File: src/hw/rtl/hrlp_pkg.sv
`timescale 1ns / 1ps
// ----------------------------------------------------------------------------
// hrlp_pkg
// shared types, codes and helpers for the http request line parser
// ----------------------------------------------------------------------------
package hrlp_pkg;

    localparam int LINE_MAX  = 4096;
    localparam int OFF_W     = $clog2(LINE_MAX) + 1;   // holds LINE_MAX itself
    localparam int OUT_OFF_W = 12;
    localparam int VER_W     = 10;
    localparam int ACC10_W   = VER_W + 4;

    localparam logic [VER_W-1:0] VER_SAT = VER_W'(999);

    typedef enum logic [1:0] {
        ST_MORE       = 2'd0,
        ST_DONE       = 2'd1,
        ST_BAD_METHOD = 2'd2,
        ST_BAD_REQ    = 2'd3
    } status_t;

    typedef enum logic [1:0] {
        MK_UNKNOWN = 2'd0,
        MK_GET     = 2'd1,
        MK_HEAD    = 2'd2,
        MK_POST    = 2'd3
    } method_kind_t;

    localparam logic [7:0] CH_CR    = 8'h0d;
    localparam logic [7:0] CH_LF    = 8'h0a;
    localparam logic [7:0] CH_SP    = 8'h20;
    localparam logic [7:0] CH_SLASH = 8'h2f;
    localparam logic [7:0] CH_DOT   = 8'h2e;
    localparam logic [7:0] CH_H     = 8'h48;
    localparam logic [7:0] CH_T     = 8'h54;
    localparam logic [7:0] CH_P     = 8'h50;
    localparam logic [7:0] CH_A_UP  = 8'h41;
    localparam logic [7:0] CH_Z_UP  = 8'h5a;
    localparam logic [7:0] CH_0     = 8'h30;
    localparam logic [7:0] CH_1     = 8'h31;
    localparam logic [7:0] CH_9     = 8'h39;

    localparam logic [23:0] WORD_GET  = "GET";
    localparam logic [31:0] WORD_HEAD = "HEAD";
    localparam logic [31:0] WORD_POST = "POST";

    // acc * 10 + digit, saturating at VER_SAT
    function automatic logic [VER_W-1:0] add_digit(input logic [VER_W-1:0] acc,
                                                   input logic [3:0] digit);
        logic [ACC10_W-1:0] sum;
        sum = {acc, 3'b000} + {2'b00, acc, 1'b0} + ACC10_W'(digit);
        if (sum > ACC10_W'(VER_SAT)) begin
            return VER_SAT;
        end
        return sum[VER_W-1:0];
    endfunction

endpackage

File: src/hw/rtl/http_request_line_parser.sv
`timescale 1ns / 1ps
// ----------------------------------------------------------------------------
// http_request_line_parser
// byte-wide request line checker: method, uri bounds, version, line end
// ----------------------------------------------------------------------------
// the result word of an accepted byte is registered in the output register
// throughput: one byte per cycle while s_ready is high; the parse state is updated in the same cycle
//   a byte is taken, so the next byte may follow right behind it
// s_ready is high whenever the output register is empty or being drained
// reset (aresetn low, synchronous) clears the parse state to the start phase
//   and empties the output register
module http_request_line_parser
    import hrlp_pkg::*;
(
    input  logic                 aclk,
    input  logic                 aresetn,
    // byte stream in
    input  logic                 s_valid,
    output logic                 s_ready,
    input  logic [7:0]           s_data_byte,
    // one result word per byte
    output logic                 m_valid,
    input  logic                 m_ready,
    output logic [1:0]           m_status,
    output logic [1:0]           m_method_kind,
    output logic [OUT_OFF_W-1:0] m_uri_begin,
    output logic [OUT_OFF_W-1:0] m_uri_finish,
    output logic [OUT_OFF_W-1:0] m_line_finish,
    output logic [VER_W-1:0]     m_version_major,
    output logic [VER_W-1:0]     m_version_minor
);

    typedef enum logic [3:0] {
        PH_START, PH_METHOD, PH_SP_URI, PH_URI, PH_SP_HTTP, PH_H, PH_HT, PH_HTT,
        PH_HTTP, PH_MAJ_FIRST, PH_MAJ, PH_MIN_FIRST, PH_MIN, PH_SP_END, PH_CR
    } phase_t;

    // parse state
    phase_t             phase_reg, phase_next;
    logic [OFF_W-1:0]   offset_reg, offset_next;
    logic [31:0]        mchars_reg, mchars_next;
    logic [2:0]         mlen_reg, mlen_next;
    method_kind_t       mcode_reg, mcode_next;
    logic [OFF_W-1:0]   uri_start_reg, uri_start_next;
    logic [OFF_W-1:0]   uri_end_reg, uri_end_next;
    logic [VER_W-1:0]   major_reg, major_next;
    logic [VER_W-1:0]   minor_reg, minor_next;

    // output register
    logic                 out_valid_reg;
    logic [1:0]           out_status_reg;
    logic [1:0]           out_kind_reg;
    logic [OUT_OFF_W-1:0] out_ubeg_reg, out_uend_reg, out_lend_reg;
    logic [VER_W-1:0]     out_maj_reg, out_min_reg;

    // per-byte decode
    logic [7:0]       c;
    logic [OFF_W-1:0] cur;
    logic [OFF_W-1:0] line_end;
    status_t          status;
    logic             skip;
    logic             is_upper, is_digit;
    logic [3:0]       digit;
    method_kind_t     classified;
    logic             accept;

    assign accept   = s_valid && s_ready;
    assign s_ready  = !out_valid_reg || m_ready;
    assign c        = s_data_byte;
    assign cur      = (phase_reg == PH_START) ? '0 : offset_reg;
    assign is_upper = (c >= CH_A_UP) && (c <= CH_Z_UP);
    assign is_digit = (c >= CH_0) && (c <= CH_9);
    assign digit    = c[3:0];

    // method match on the shifted character window
    always_comb begin
        classified = MK_UNKNOWN;
        if (mlen_reg == 3'd3 && mchars_reg[23:0] == WORD_GET) begin
            classified = MK_GET;
        end else if (mlen_reg == 3'd4 && mchars_reg == WORD_HEAD) begin
            classified = MK_HEAD;
        end else if (mlen_reg == 3'd4 && mchars_reg == WORD_POST) begin
            classified = MK_POST;
        end
    end

    always_comb begin
        phase_next     = phase_reg;
        mchars_next    = mchars_reg;
        mlen_next      = mlen_reg;
        mcode_next     = mcode_reg;
        uri_start_next = uri_start_reg;
        uri_end_next   = uri_end_reg;
        major_next     = major_reg;
        minor_next     = minor_reg;
        offset_next    = offset_reg;
        status         = ST_MORE;
        line_end       = '0;
        skip           = 1'b0;

        if (phase_reg == PH_START && (c == CH_CR || c == CH_LF)) begin
            // blank bytes ahead of the method are dropped
            skip = 1'b1;
        end else if (cur >= OFF_W'(LINE_MAX)) begin
            status = ST_BAD_REQ;
        end else begin
            unique case (phase_reg)
                PH_START: begin
                    if (!is_upper) begin
                        status = ST_BAD_METHOD;
                    end else begin
                        mchars_next = {24'd0, c};
                        mlen_next   = 3'd1;
                        phase_next  = PH_METHOD;
                    end
                end
                PH_METHOD: begin
                    if (c == CH_SP) begin
                        mcode_next = classified;
                        phase_next = PH_SP_URI;
                    end else if (!is_upper) begin
                        status = ST_BAD_METHOD;
                    end else begin
                        mchars_next = {mchars_reg[23:0], c};
                        if (mlen_reg != 3'd7) begin
                            mlen_next = mlen_reg + 3'd1;
                        end
                    end
                end
                PH_SP_URI: begin
                    if (c == CH_SLASH) begin
                        uri_start_next = cur;
                        phase_next     = PH_URI;
                    end else if (c != CH_SP) begin
                        status = ST_BAD_REQ;
                    end
                end
                PH_URI: begin
                    if (c == CH_SP) begin
                        uri_end_next = cur;
                        phase_next   = PH_SP_HTTP;
                    end
                end
                PH_SP_HTTP: begin
                    if (c == CH_H) begin
                        phase_next = PH_H;
                    end else if (c != CH_SP) begin
                        status = ST_BAD_REQ;
                    end
                end
                PH_H: begin
                    if (c != CH_T) status = ST_BAD_REQ;
                    else           phase_next = PH_HT;
                end
                PH_HT: begin
                    if (c != CH_T) status = ST_BAD_REQ;
                    else           phase_next = PH_HTT;
                end
                PH_HTT: begin
                    if (c != CH_P) status = ST_BAD_REQ;
                    else           phase_next = PH_HTTP;
                end
                PH_HTTP: begin
                    if (c != CH_SLASH) status = ST_BAD_REQ;
                    else               phase_next = PH_MAJ_FIRST;
                end
                PH_MAJ_FIRST: begin
                    // no leading zero on the major version
                    if (c < CH_1 || c > CH_9) begin
                        status = ST_BAD_REQ;
                    end else begin
                        major_next = VER_W'(digit);
                        phase_next = PH_MAJ;
                    end
                end
                PH_MAJ: begin
                    if (c == CH_DOT) begin
                        phase_next = PH_MIN_FIRST;
                    end else if (!is_digit) begin
                        status = ST_BAD_REQ;
                    end else begin
                        major_next = add_digit(major_reg, digit);
                    end
                end
                PH_MIN_FIRST: begin
                    if (!is_digit) begin
                        status = ST_BAD_REQ;
                    end else begin
                        minor_next = VER_W'(digit);
                        phase_next = PH_MIN;
                    end
                end
                PH_MIN, PH_SP_END: begin
                    if (c == CH_CR) begin
                        phase_next = PH_CR;
                    end else if (c == CH_LF) begin
                        status   = ST_DONE;
                        line_end = cur;
                    end else if (c == CH_SP) begin
                        phase_next = PH_SP_END;
                    end else if (phase_reg == PH_MIN && is_digit) begin
                        minor_next = add_digit(minor_reg, digit);
                    end else begin
                        status = ST_BAD_REQ;
                    end
                end
                PH_CR: begin
                    if (c != CH_LF) begin
                        status = ST_BAD_REQ;
                    end else begin
                        // line end points at the cr
                        status   = ST_DONE;
                        line_end = cur - OFF_W'(1);
                    end
                end
                default: status = ST_BAD_REQ;
            endcase
        end

        if (status != ST_MORE) begin
            // finished or failed line: back to the start phase
            phase_next     = PH_START;
            offset_next    = '0;
            mchars_next    = '0;
            mlen_next      = '0;
            mcode_next     = MK_UNKNOWN;
            uri_start_next = '0;
            uri_end_next   = '0;
            major_next     = '0;
            minor_next     = '0;
        end else if (!skip) begin
            offset_next = cur + OFF_W'(1);
        end
    end

    // parse state and output register
    always_ff @(posedge aclk) begin
        if (!aresetn) begin
            phase_reg     <= PH_START;
            offset_reg    <= '0;
            mchars_reg    <= '0;
            mlen_reg      <= '0;
            mcode_reg     <= MK_UNKNOWN;
            uri_start_reg <= '0;
            uri_end_reg   <= '0;
            major_reg     <= '0;
            minor_reg     <= '0;
            out_valid_reg <= 1'b0;
        end else begin
            if (accept) begin
                phase_reg     <= phase_next;
                offset_reg    <= offset_next;
                mchars_reg    <= mchars_next;
                mlen_reg      <= mlen_next;
                mcode_reg     <= mcode_next;
                uri_start_reg <= uri_start_next;
                uri_end_reg   <= uri_end_next;
                major_reg     <= major_next;
                minor_reg     <= minor_next;
                out_valid_reg <= 1'b1;
            end else if (m_ready) begin
                out_valid_reg <= 1'b0;
            end
        end
    end

    // result payload, fields other than status are zero unless the line is done
    always_ff @(posedge aclk) begin
        if (accept) begin
            out_status_reg <= status;
            if (status == ST_DONE) begin
                out_kind_reg <= mcode_reg;
                out_ubeg_reg <= uri_start_reg[OUT_OFF_W-1:0];
                out_uend_reg <= uri_end_reg[OUT_OFF_W-1:0];
                out_lend_reg <= line_end[OUT_OFF_W-1:0];
                out_maj_reg  <= major_reg;
                out_min_reg  <= minor_reg;
            end else begin
                out_kind_reg <= MK_UNKNOWN;
                out_ubeg_reg <= '0;
                out_uend_reg <= '0;
                out_lend_reg <= '0;
                out_maj_reg  <= '0;
                out_min_reg  <= '0;
            end
        end
    end

    assign m_valid         = out_valid_reg;
    assign m_status        = out_status_reg;
    assign m_method_kind   = out_kind_reg;
    assign m_uri_begin     = out_ubeg_reg;
    assign m_uri_finish    = out_uend_reg;
    assign m_line_finish   = out_lend_reg;
    assign m_version_major = out_maj_reg;
    assign m_version_minor = out_min_reg;

endmodule

File: config.mk
export PLATFORM = sky130hd
export DESIGN_NAME = http_request_line_parser
export DESIGN_NICKNAME = d
export VERILOG_FILES = /design/src/hw/rtl/hrlp_pkg.sv /design/src/hw/rtl/http_request_line_parser.sv
export SDC_FILE = /design/constraint.sdc
export NUM_CORES = 1
export LEC_CHECK = 0
export BUFFER_PORTS_ARGS = -buffer_cell sky130_fd_sc_hd__buf_2
export CAP_MARGIN = 20
export CELL_PAD_IN_SITES_DETAIL_PLACEMENT = 0
export CELL_PAD_IN_SITES_GLOBAL_PLACEMENT = 1
export CORE_ASPECT_RATIO = 0.75
export CORE_UTILIZATION = 50
export DETAILED_ROUTE_END_ITERATION = 12
export GPL_TIMING_DRIVEN = 0
export MAX_ROUTING_LAYER = met4
export PLACE_DENSITY = 0.89
export SLEW_MARGIN = 20
export SYNTH_ARGS = -nofsm -noshare
export SYNTH_HDL_FRONTEND = slang
export SYNTH_SLANG_ARGS = --single-unit
File: constraint.sdc
create_clock -name aclk -period 9.05 [get_ports aclk]
set_clock_uncertainty 0.2 [all_clocks]
set_input_delay 2.2625 -clock aclk [delete_from_list [all_inputs] [get_ports aclk]]
set_output_delay 2.2625 -clock aclk [all_outputs]
set_load 0.01 [all_outputs]
==> metrics.md <==
| Metric | Value |
|---|---|
| Run status | `completed` |
| Wire length of the first global-routing pass | `approximately 33 mm` |
| Count of vias placed by the detailed router | `6946` |
| Drt total wl | `between 20 and 25 mm` |
| Clk Latency, worst-skew pair | `about 430 ps` |
| Detailed-route wire length on metal 1 | `between 10 and 15 mm` |
| WHS | `261 ps` |
| Power density over the cells | `roughly 160 nW/um^2` |
| Die span in y | `114 um` |
| Largest family of logic cells by synthesized area | `simple AND/OR/NAND/NOR gates` |
| DRC marker count from the first detailed-route iteration | `647` |
| Slew of the pin with the lowest slew margin | `1080 ps` |
| Startpoint Class | `input pin` |
| Number of library cell types mapped by synthesis | `just over 80` |
| Routed length per placed instance | `between 15 and 20 um` |
| Drt drc | `0` |
| Synth Flop Type | `dfxtp_1` |
| Flip-flop count of the largest register, all copies and words added | `32` |
| Final Cell Area | `9540 um^2` |
| Mux share of post-synthesis cell area | `less than 1%` |
| MaxCap Viol Count | `0` |
| Worst setup slack for register-to-register paths | `~5200 ps` |
| Max frequency | `between 150 and 200 MHz` |
| Post-CTS setup repair buffer count | `0` |
| Number of max-slew violations in the final report | `0` |
| Leakage power of the design | `~3.8 nW` |
| Area inside the core boundary | `between 15000 and 20000 um^2` |
| TritonCTS buffer count | `17` |
| Met3 wire length | `approximately 1.7 mm` |
| Width of the chip | `151 um` |
| Post-synthesis cell area | `approximately 8300 um^2` |
| Worst hold path class | `flip-flop to flip-flop` |
| Unrepaired setup endpoints after global routing | `false` |
| Critical path fanouts, max | `10` |
| End of the worst hold path | `uri_start_reg[10]$_SDFFE_PN0P_` |
| Worst Hold Launch | `uri_start_reg[10]$_SDFFE_PN0P_` |
| Worst Setup End Kind | `flip-flop` |
| Final global-route overflow total | `0` |
| CTS clock-pin slew for the worst setup and hold paths | `70 ps` |
| Clk Tree Root Cell | `clkbuf_16` |
| Adder-cell area share of the yosys netlist | `approximately 7.6%` |
| Final worst path period share | `61.6%` |
| Number of instances on the worst hold path | `1` |
| Area after detailed placement | `roughly 9000 um^2` |
| Worst-case clock buffer depth | `2` |
| Worst setup slack before clock tree synthesis | `a little over 3000 ps` |
| Initial DRT Pass Iterations | `6` |
| Signal arrival time at the worst endpoint | `5670 ps` |
| Total die area | `around 17000 um^2` |
| Signed area change from the synthesized netlist to the final layout | `14.3%` |
| Largest net degree at the start of global routing | `48` |
| Number of levels the H-tree was split into | `4` |
| Count of inserted antenna diode cells | `0` |
| Syn_area_per_cell | `9.90 um^2` |
| EDFF count, synth | `60` |
| Final Util | `59.0%` |
| Critical path required time | `9140 ps` |
| Number of global-route vias before repair | `6224` |
| Setup-violating endpoint count in the final report | `0` |
| Initial cell density of the core | `between 50% and 60%` |
| Clock sink count | `between 150 and 200` |
| Launch instance of the worst register-to-register path | `phase_reg[1]$_SDFFE_PN0P_` |
| Final HPWL from detailed placement | `roughly 15 mm` |
| Xor/xnor share of the synthesized area | `about 1.4%` |
| Register bit total from synthesis | `around 160` |
| Portion of the post-synthesis area used by sequential elements | `approximately 45%` |
| Total chip power | `roughly 1.5 mW` |
| Normalized max-slew margin | `between 20% and 30%` |
| Fraction of layout cells with a size suffix above 1 | `between 10% and 20%` |
| Placer's final routability congestion estimate | `between 0.9 and 1` |
| Final Hold Viols | `0` |
| Port-buffer cells | `70` |
| Count of placed standard cells in the final layout, fillers left out | `between 1000 and 1500` |
| R2R Path End | `offset_reg[10]$_SDFFE_PN0P_` |
| Number of nets with antenna violations after detailed routing | `0` |
| Synth Area in Compound Gates | `a little under a fifth` |
| Nets in the synthesized netlist | `903` |
| Setup slack after layout | `3470 ps` |
| Number of antenna violations at the first check in global routing | `0` |
| Detailed-route vias per instance | `around 6` |
| Top metal layer carrying routed signals | `met4` |
| Critical path class | `input pin to flip-flop` |
| Share of synthesized flip-flops with an asynchronous set or reset | `0%` |
| Simple-gate share of the synthesized area | `between 20% and 30%` |
| Largest vdd supply drop | `between 0.0001 and 0.00015 V` |
| Post-CTS sizing | `0` |
| Syn Inst Count | `~840` |
| Std cell rows | `40` |
| Routed met2 length | `8.64 mm` |
| Total routing usage reported by global routing | `26.2%` |
| Ys Warns | `0` |
| Final critical path time including I/O delays and setup | `~5600 ps` |
| Hold buffers post-CTS | `0` |
| Number of placed instances with taps included | `roughly 1100` |
| Count of boundary I/O pins | `74` |
| Number of cells on the worst reg-to-reg path | `12` |
| Clock tree from TritonCTS | `done` |
| Layout Nets | `approximately 990` |
| TNS Setup | `0 ps` |
## per-layer routing
layer / GRT usage (%) / vias up
li1: - / 3359
met1: 37.8 / 3275
met2: 35.9 / 282
met3: 6.52 / 30
met4: 7.20 / 0
met5: - / -
## where the power goes
part | total, mW | internal [mW] | switching, mW
Combinational | 0.103 | 0.0311 | 0.0720
Clock | 0.673 | 0.363 | 0.310
Sequential | 0.760 | 0.755 | 0.00478
Total | 1.54 | 1.15 | 0.387
## cell families after synthesis
group | Yosys count
AND/OR/NAND/NOR | 340
AO/OA/AOI/OAI | 209
multiplexers | 2
buffers and inverters | 72
XOR/XNOR | 13
adder cells (fa/ha/maj) | 48
flip-flops | 159
## cell usage after synthesis (all sizes together), types with 3 or more instances
cell type,count,area [um^2]
dfxtp,99,1980
nor2,61,229
edfxtp,60,1800
and2,53,332
nand2,52,198
a22o,47,412
ha,44,551
a21oi,42,210
nand3,38,190
o21ai,31,159
clkbuf,30,113
buf,22,126
inv,19,71.3
nand4,18,119
nor3,17,113
nand2b,14,87.6
o2bb2ai,11,96.3
and3,10,62.6
nor4,10,62.6
o31ai,10,98.8
nor3b,9,88.8
or2,9,56.3
xor2,9,78.8
nor2b,8,50.1
or4,8,63.8
a22oi,7,52.6
nor4b,7,61.3
o41ai,7,61.3
or3,7,43.8
o21a,6,45.0
nor4bb,5,50.1
a21o,4,30.0
a32oi,4,35.0
and4,4,35.0
fa,4,80.1
nand3b,4,30.0
o211ai,4,30.0
xnor2,4,35.0
a211oi,3,27.5
a31oi,3,18.8
## layout by cell type (no fill, tap or decap), drive strengths merged, types with 31 or more instances in the layout
master,netlist,final
and2,53,53
buf,22,93
o21ai,31,31
edfxtp,60,60
dfxtp,99,99
nand2,52,52
a21oi,42,42
clkbuf,30,49
nand3,38,38
nor2,61,61
ha,44,44
a22o,47,47
## critical path: stages
cell,delay (ps)
buf_2,140
buf_4,190
nor4b_1,550
a21o_1,320
a211oi_2,150
o2bb2ai_1,250
nor3_1,340
and3_1,230
clkbuf_1,490
clkbuf_1,500
and2_1,230
## area by class of cell
type                            count  area (um^2)
Fill cell                        1404         6630
Multi-Input combinational cell    612         4250
Sequential cell                   159         3780
Clock buffer                       19          443
Timing Repair Buffer               71          378
Tap cell                          210          263
Buffer                             52          239
Clock inverter                     13          105
Inverter                           20         75.1
## how the worst max path moves through the flow
stage,from,to,cells after the start
global route,s_data_byte[3],m_uri_finish[3]$_SDFFCE_PP0P_,10
floorplan,m_ready,mchars_reg[13]$_SDFFE_PN0P_,7
global placement,m_ready,uri_start_reg[2]$_SDFFE_PN0P_,8
CTS,s_data_byte[3],m_uri_finish[3]$_SDFFCE_PP0P_,11
finish,s_data_byte[3],m_uri_finish[3]$_SDFFCE_PP0P_,11
detailed placement,s_data_byte[3],m_uri_finish[3]$_SDFFCE_PP0P_,11
No activity file was read; power rests on OpenSTA's default activity.
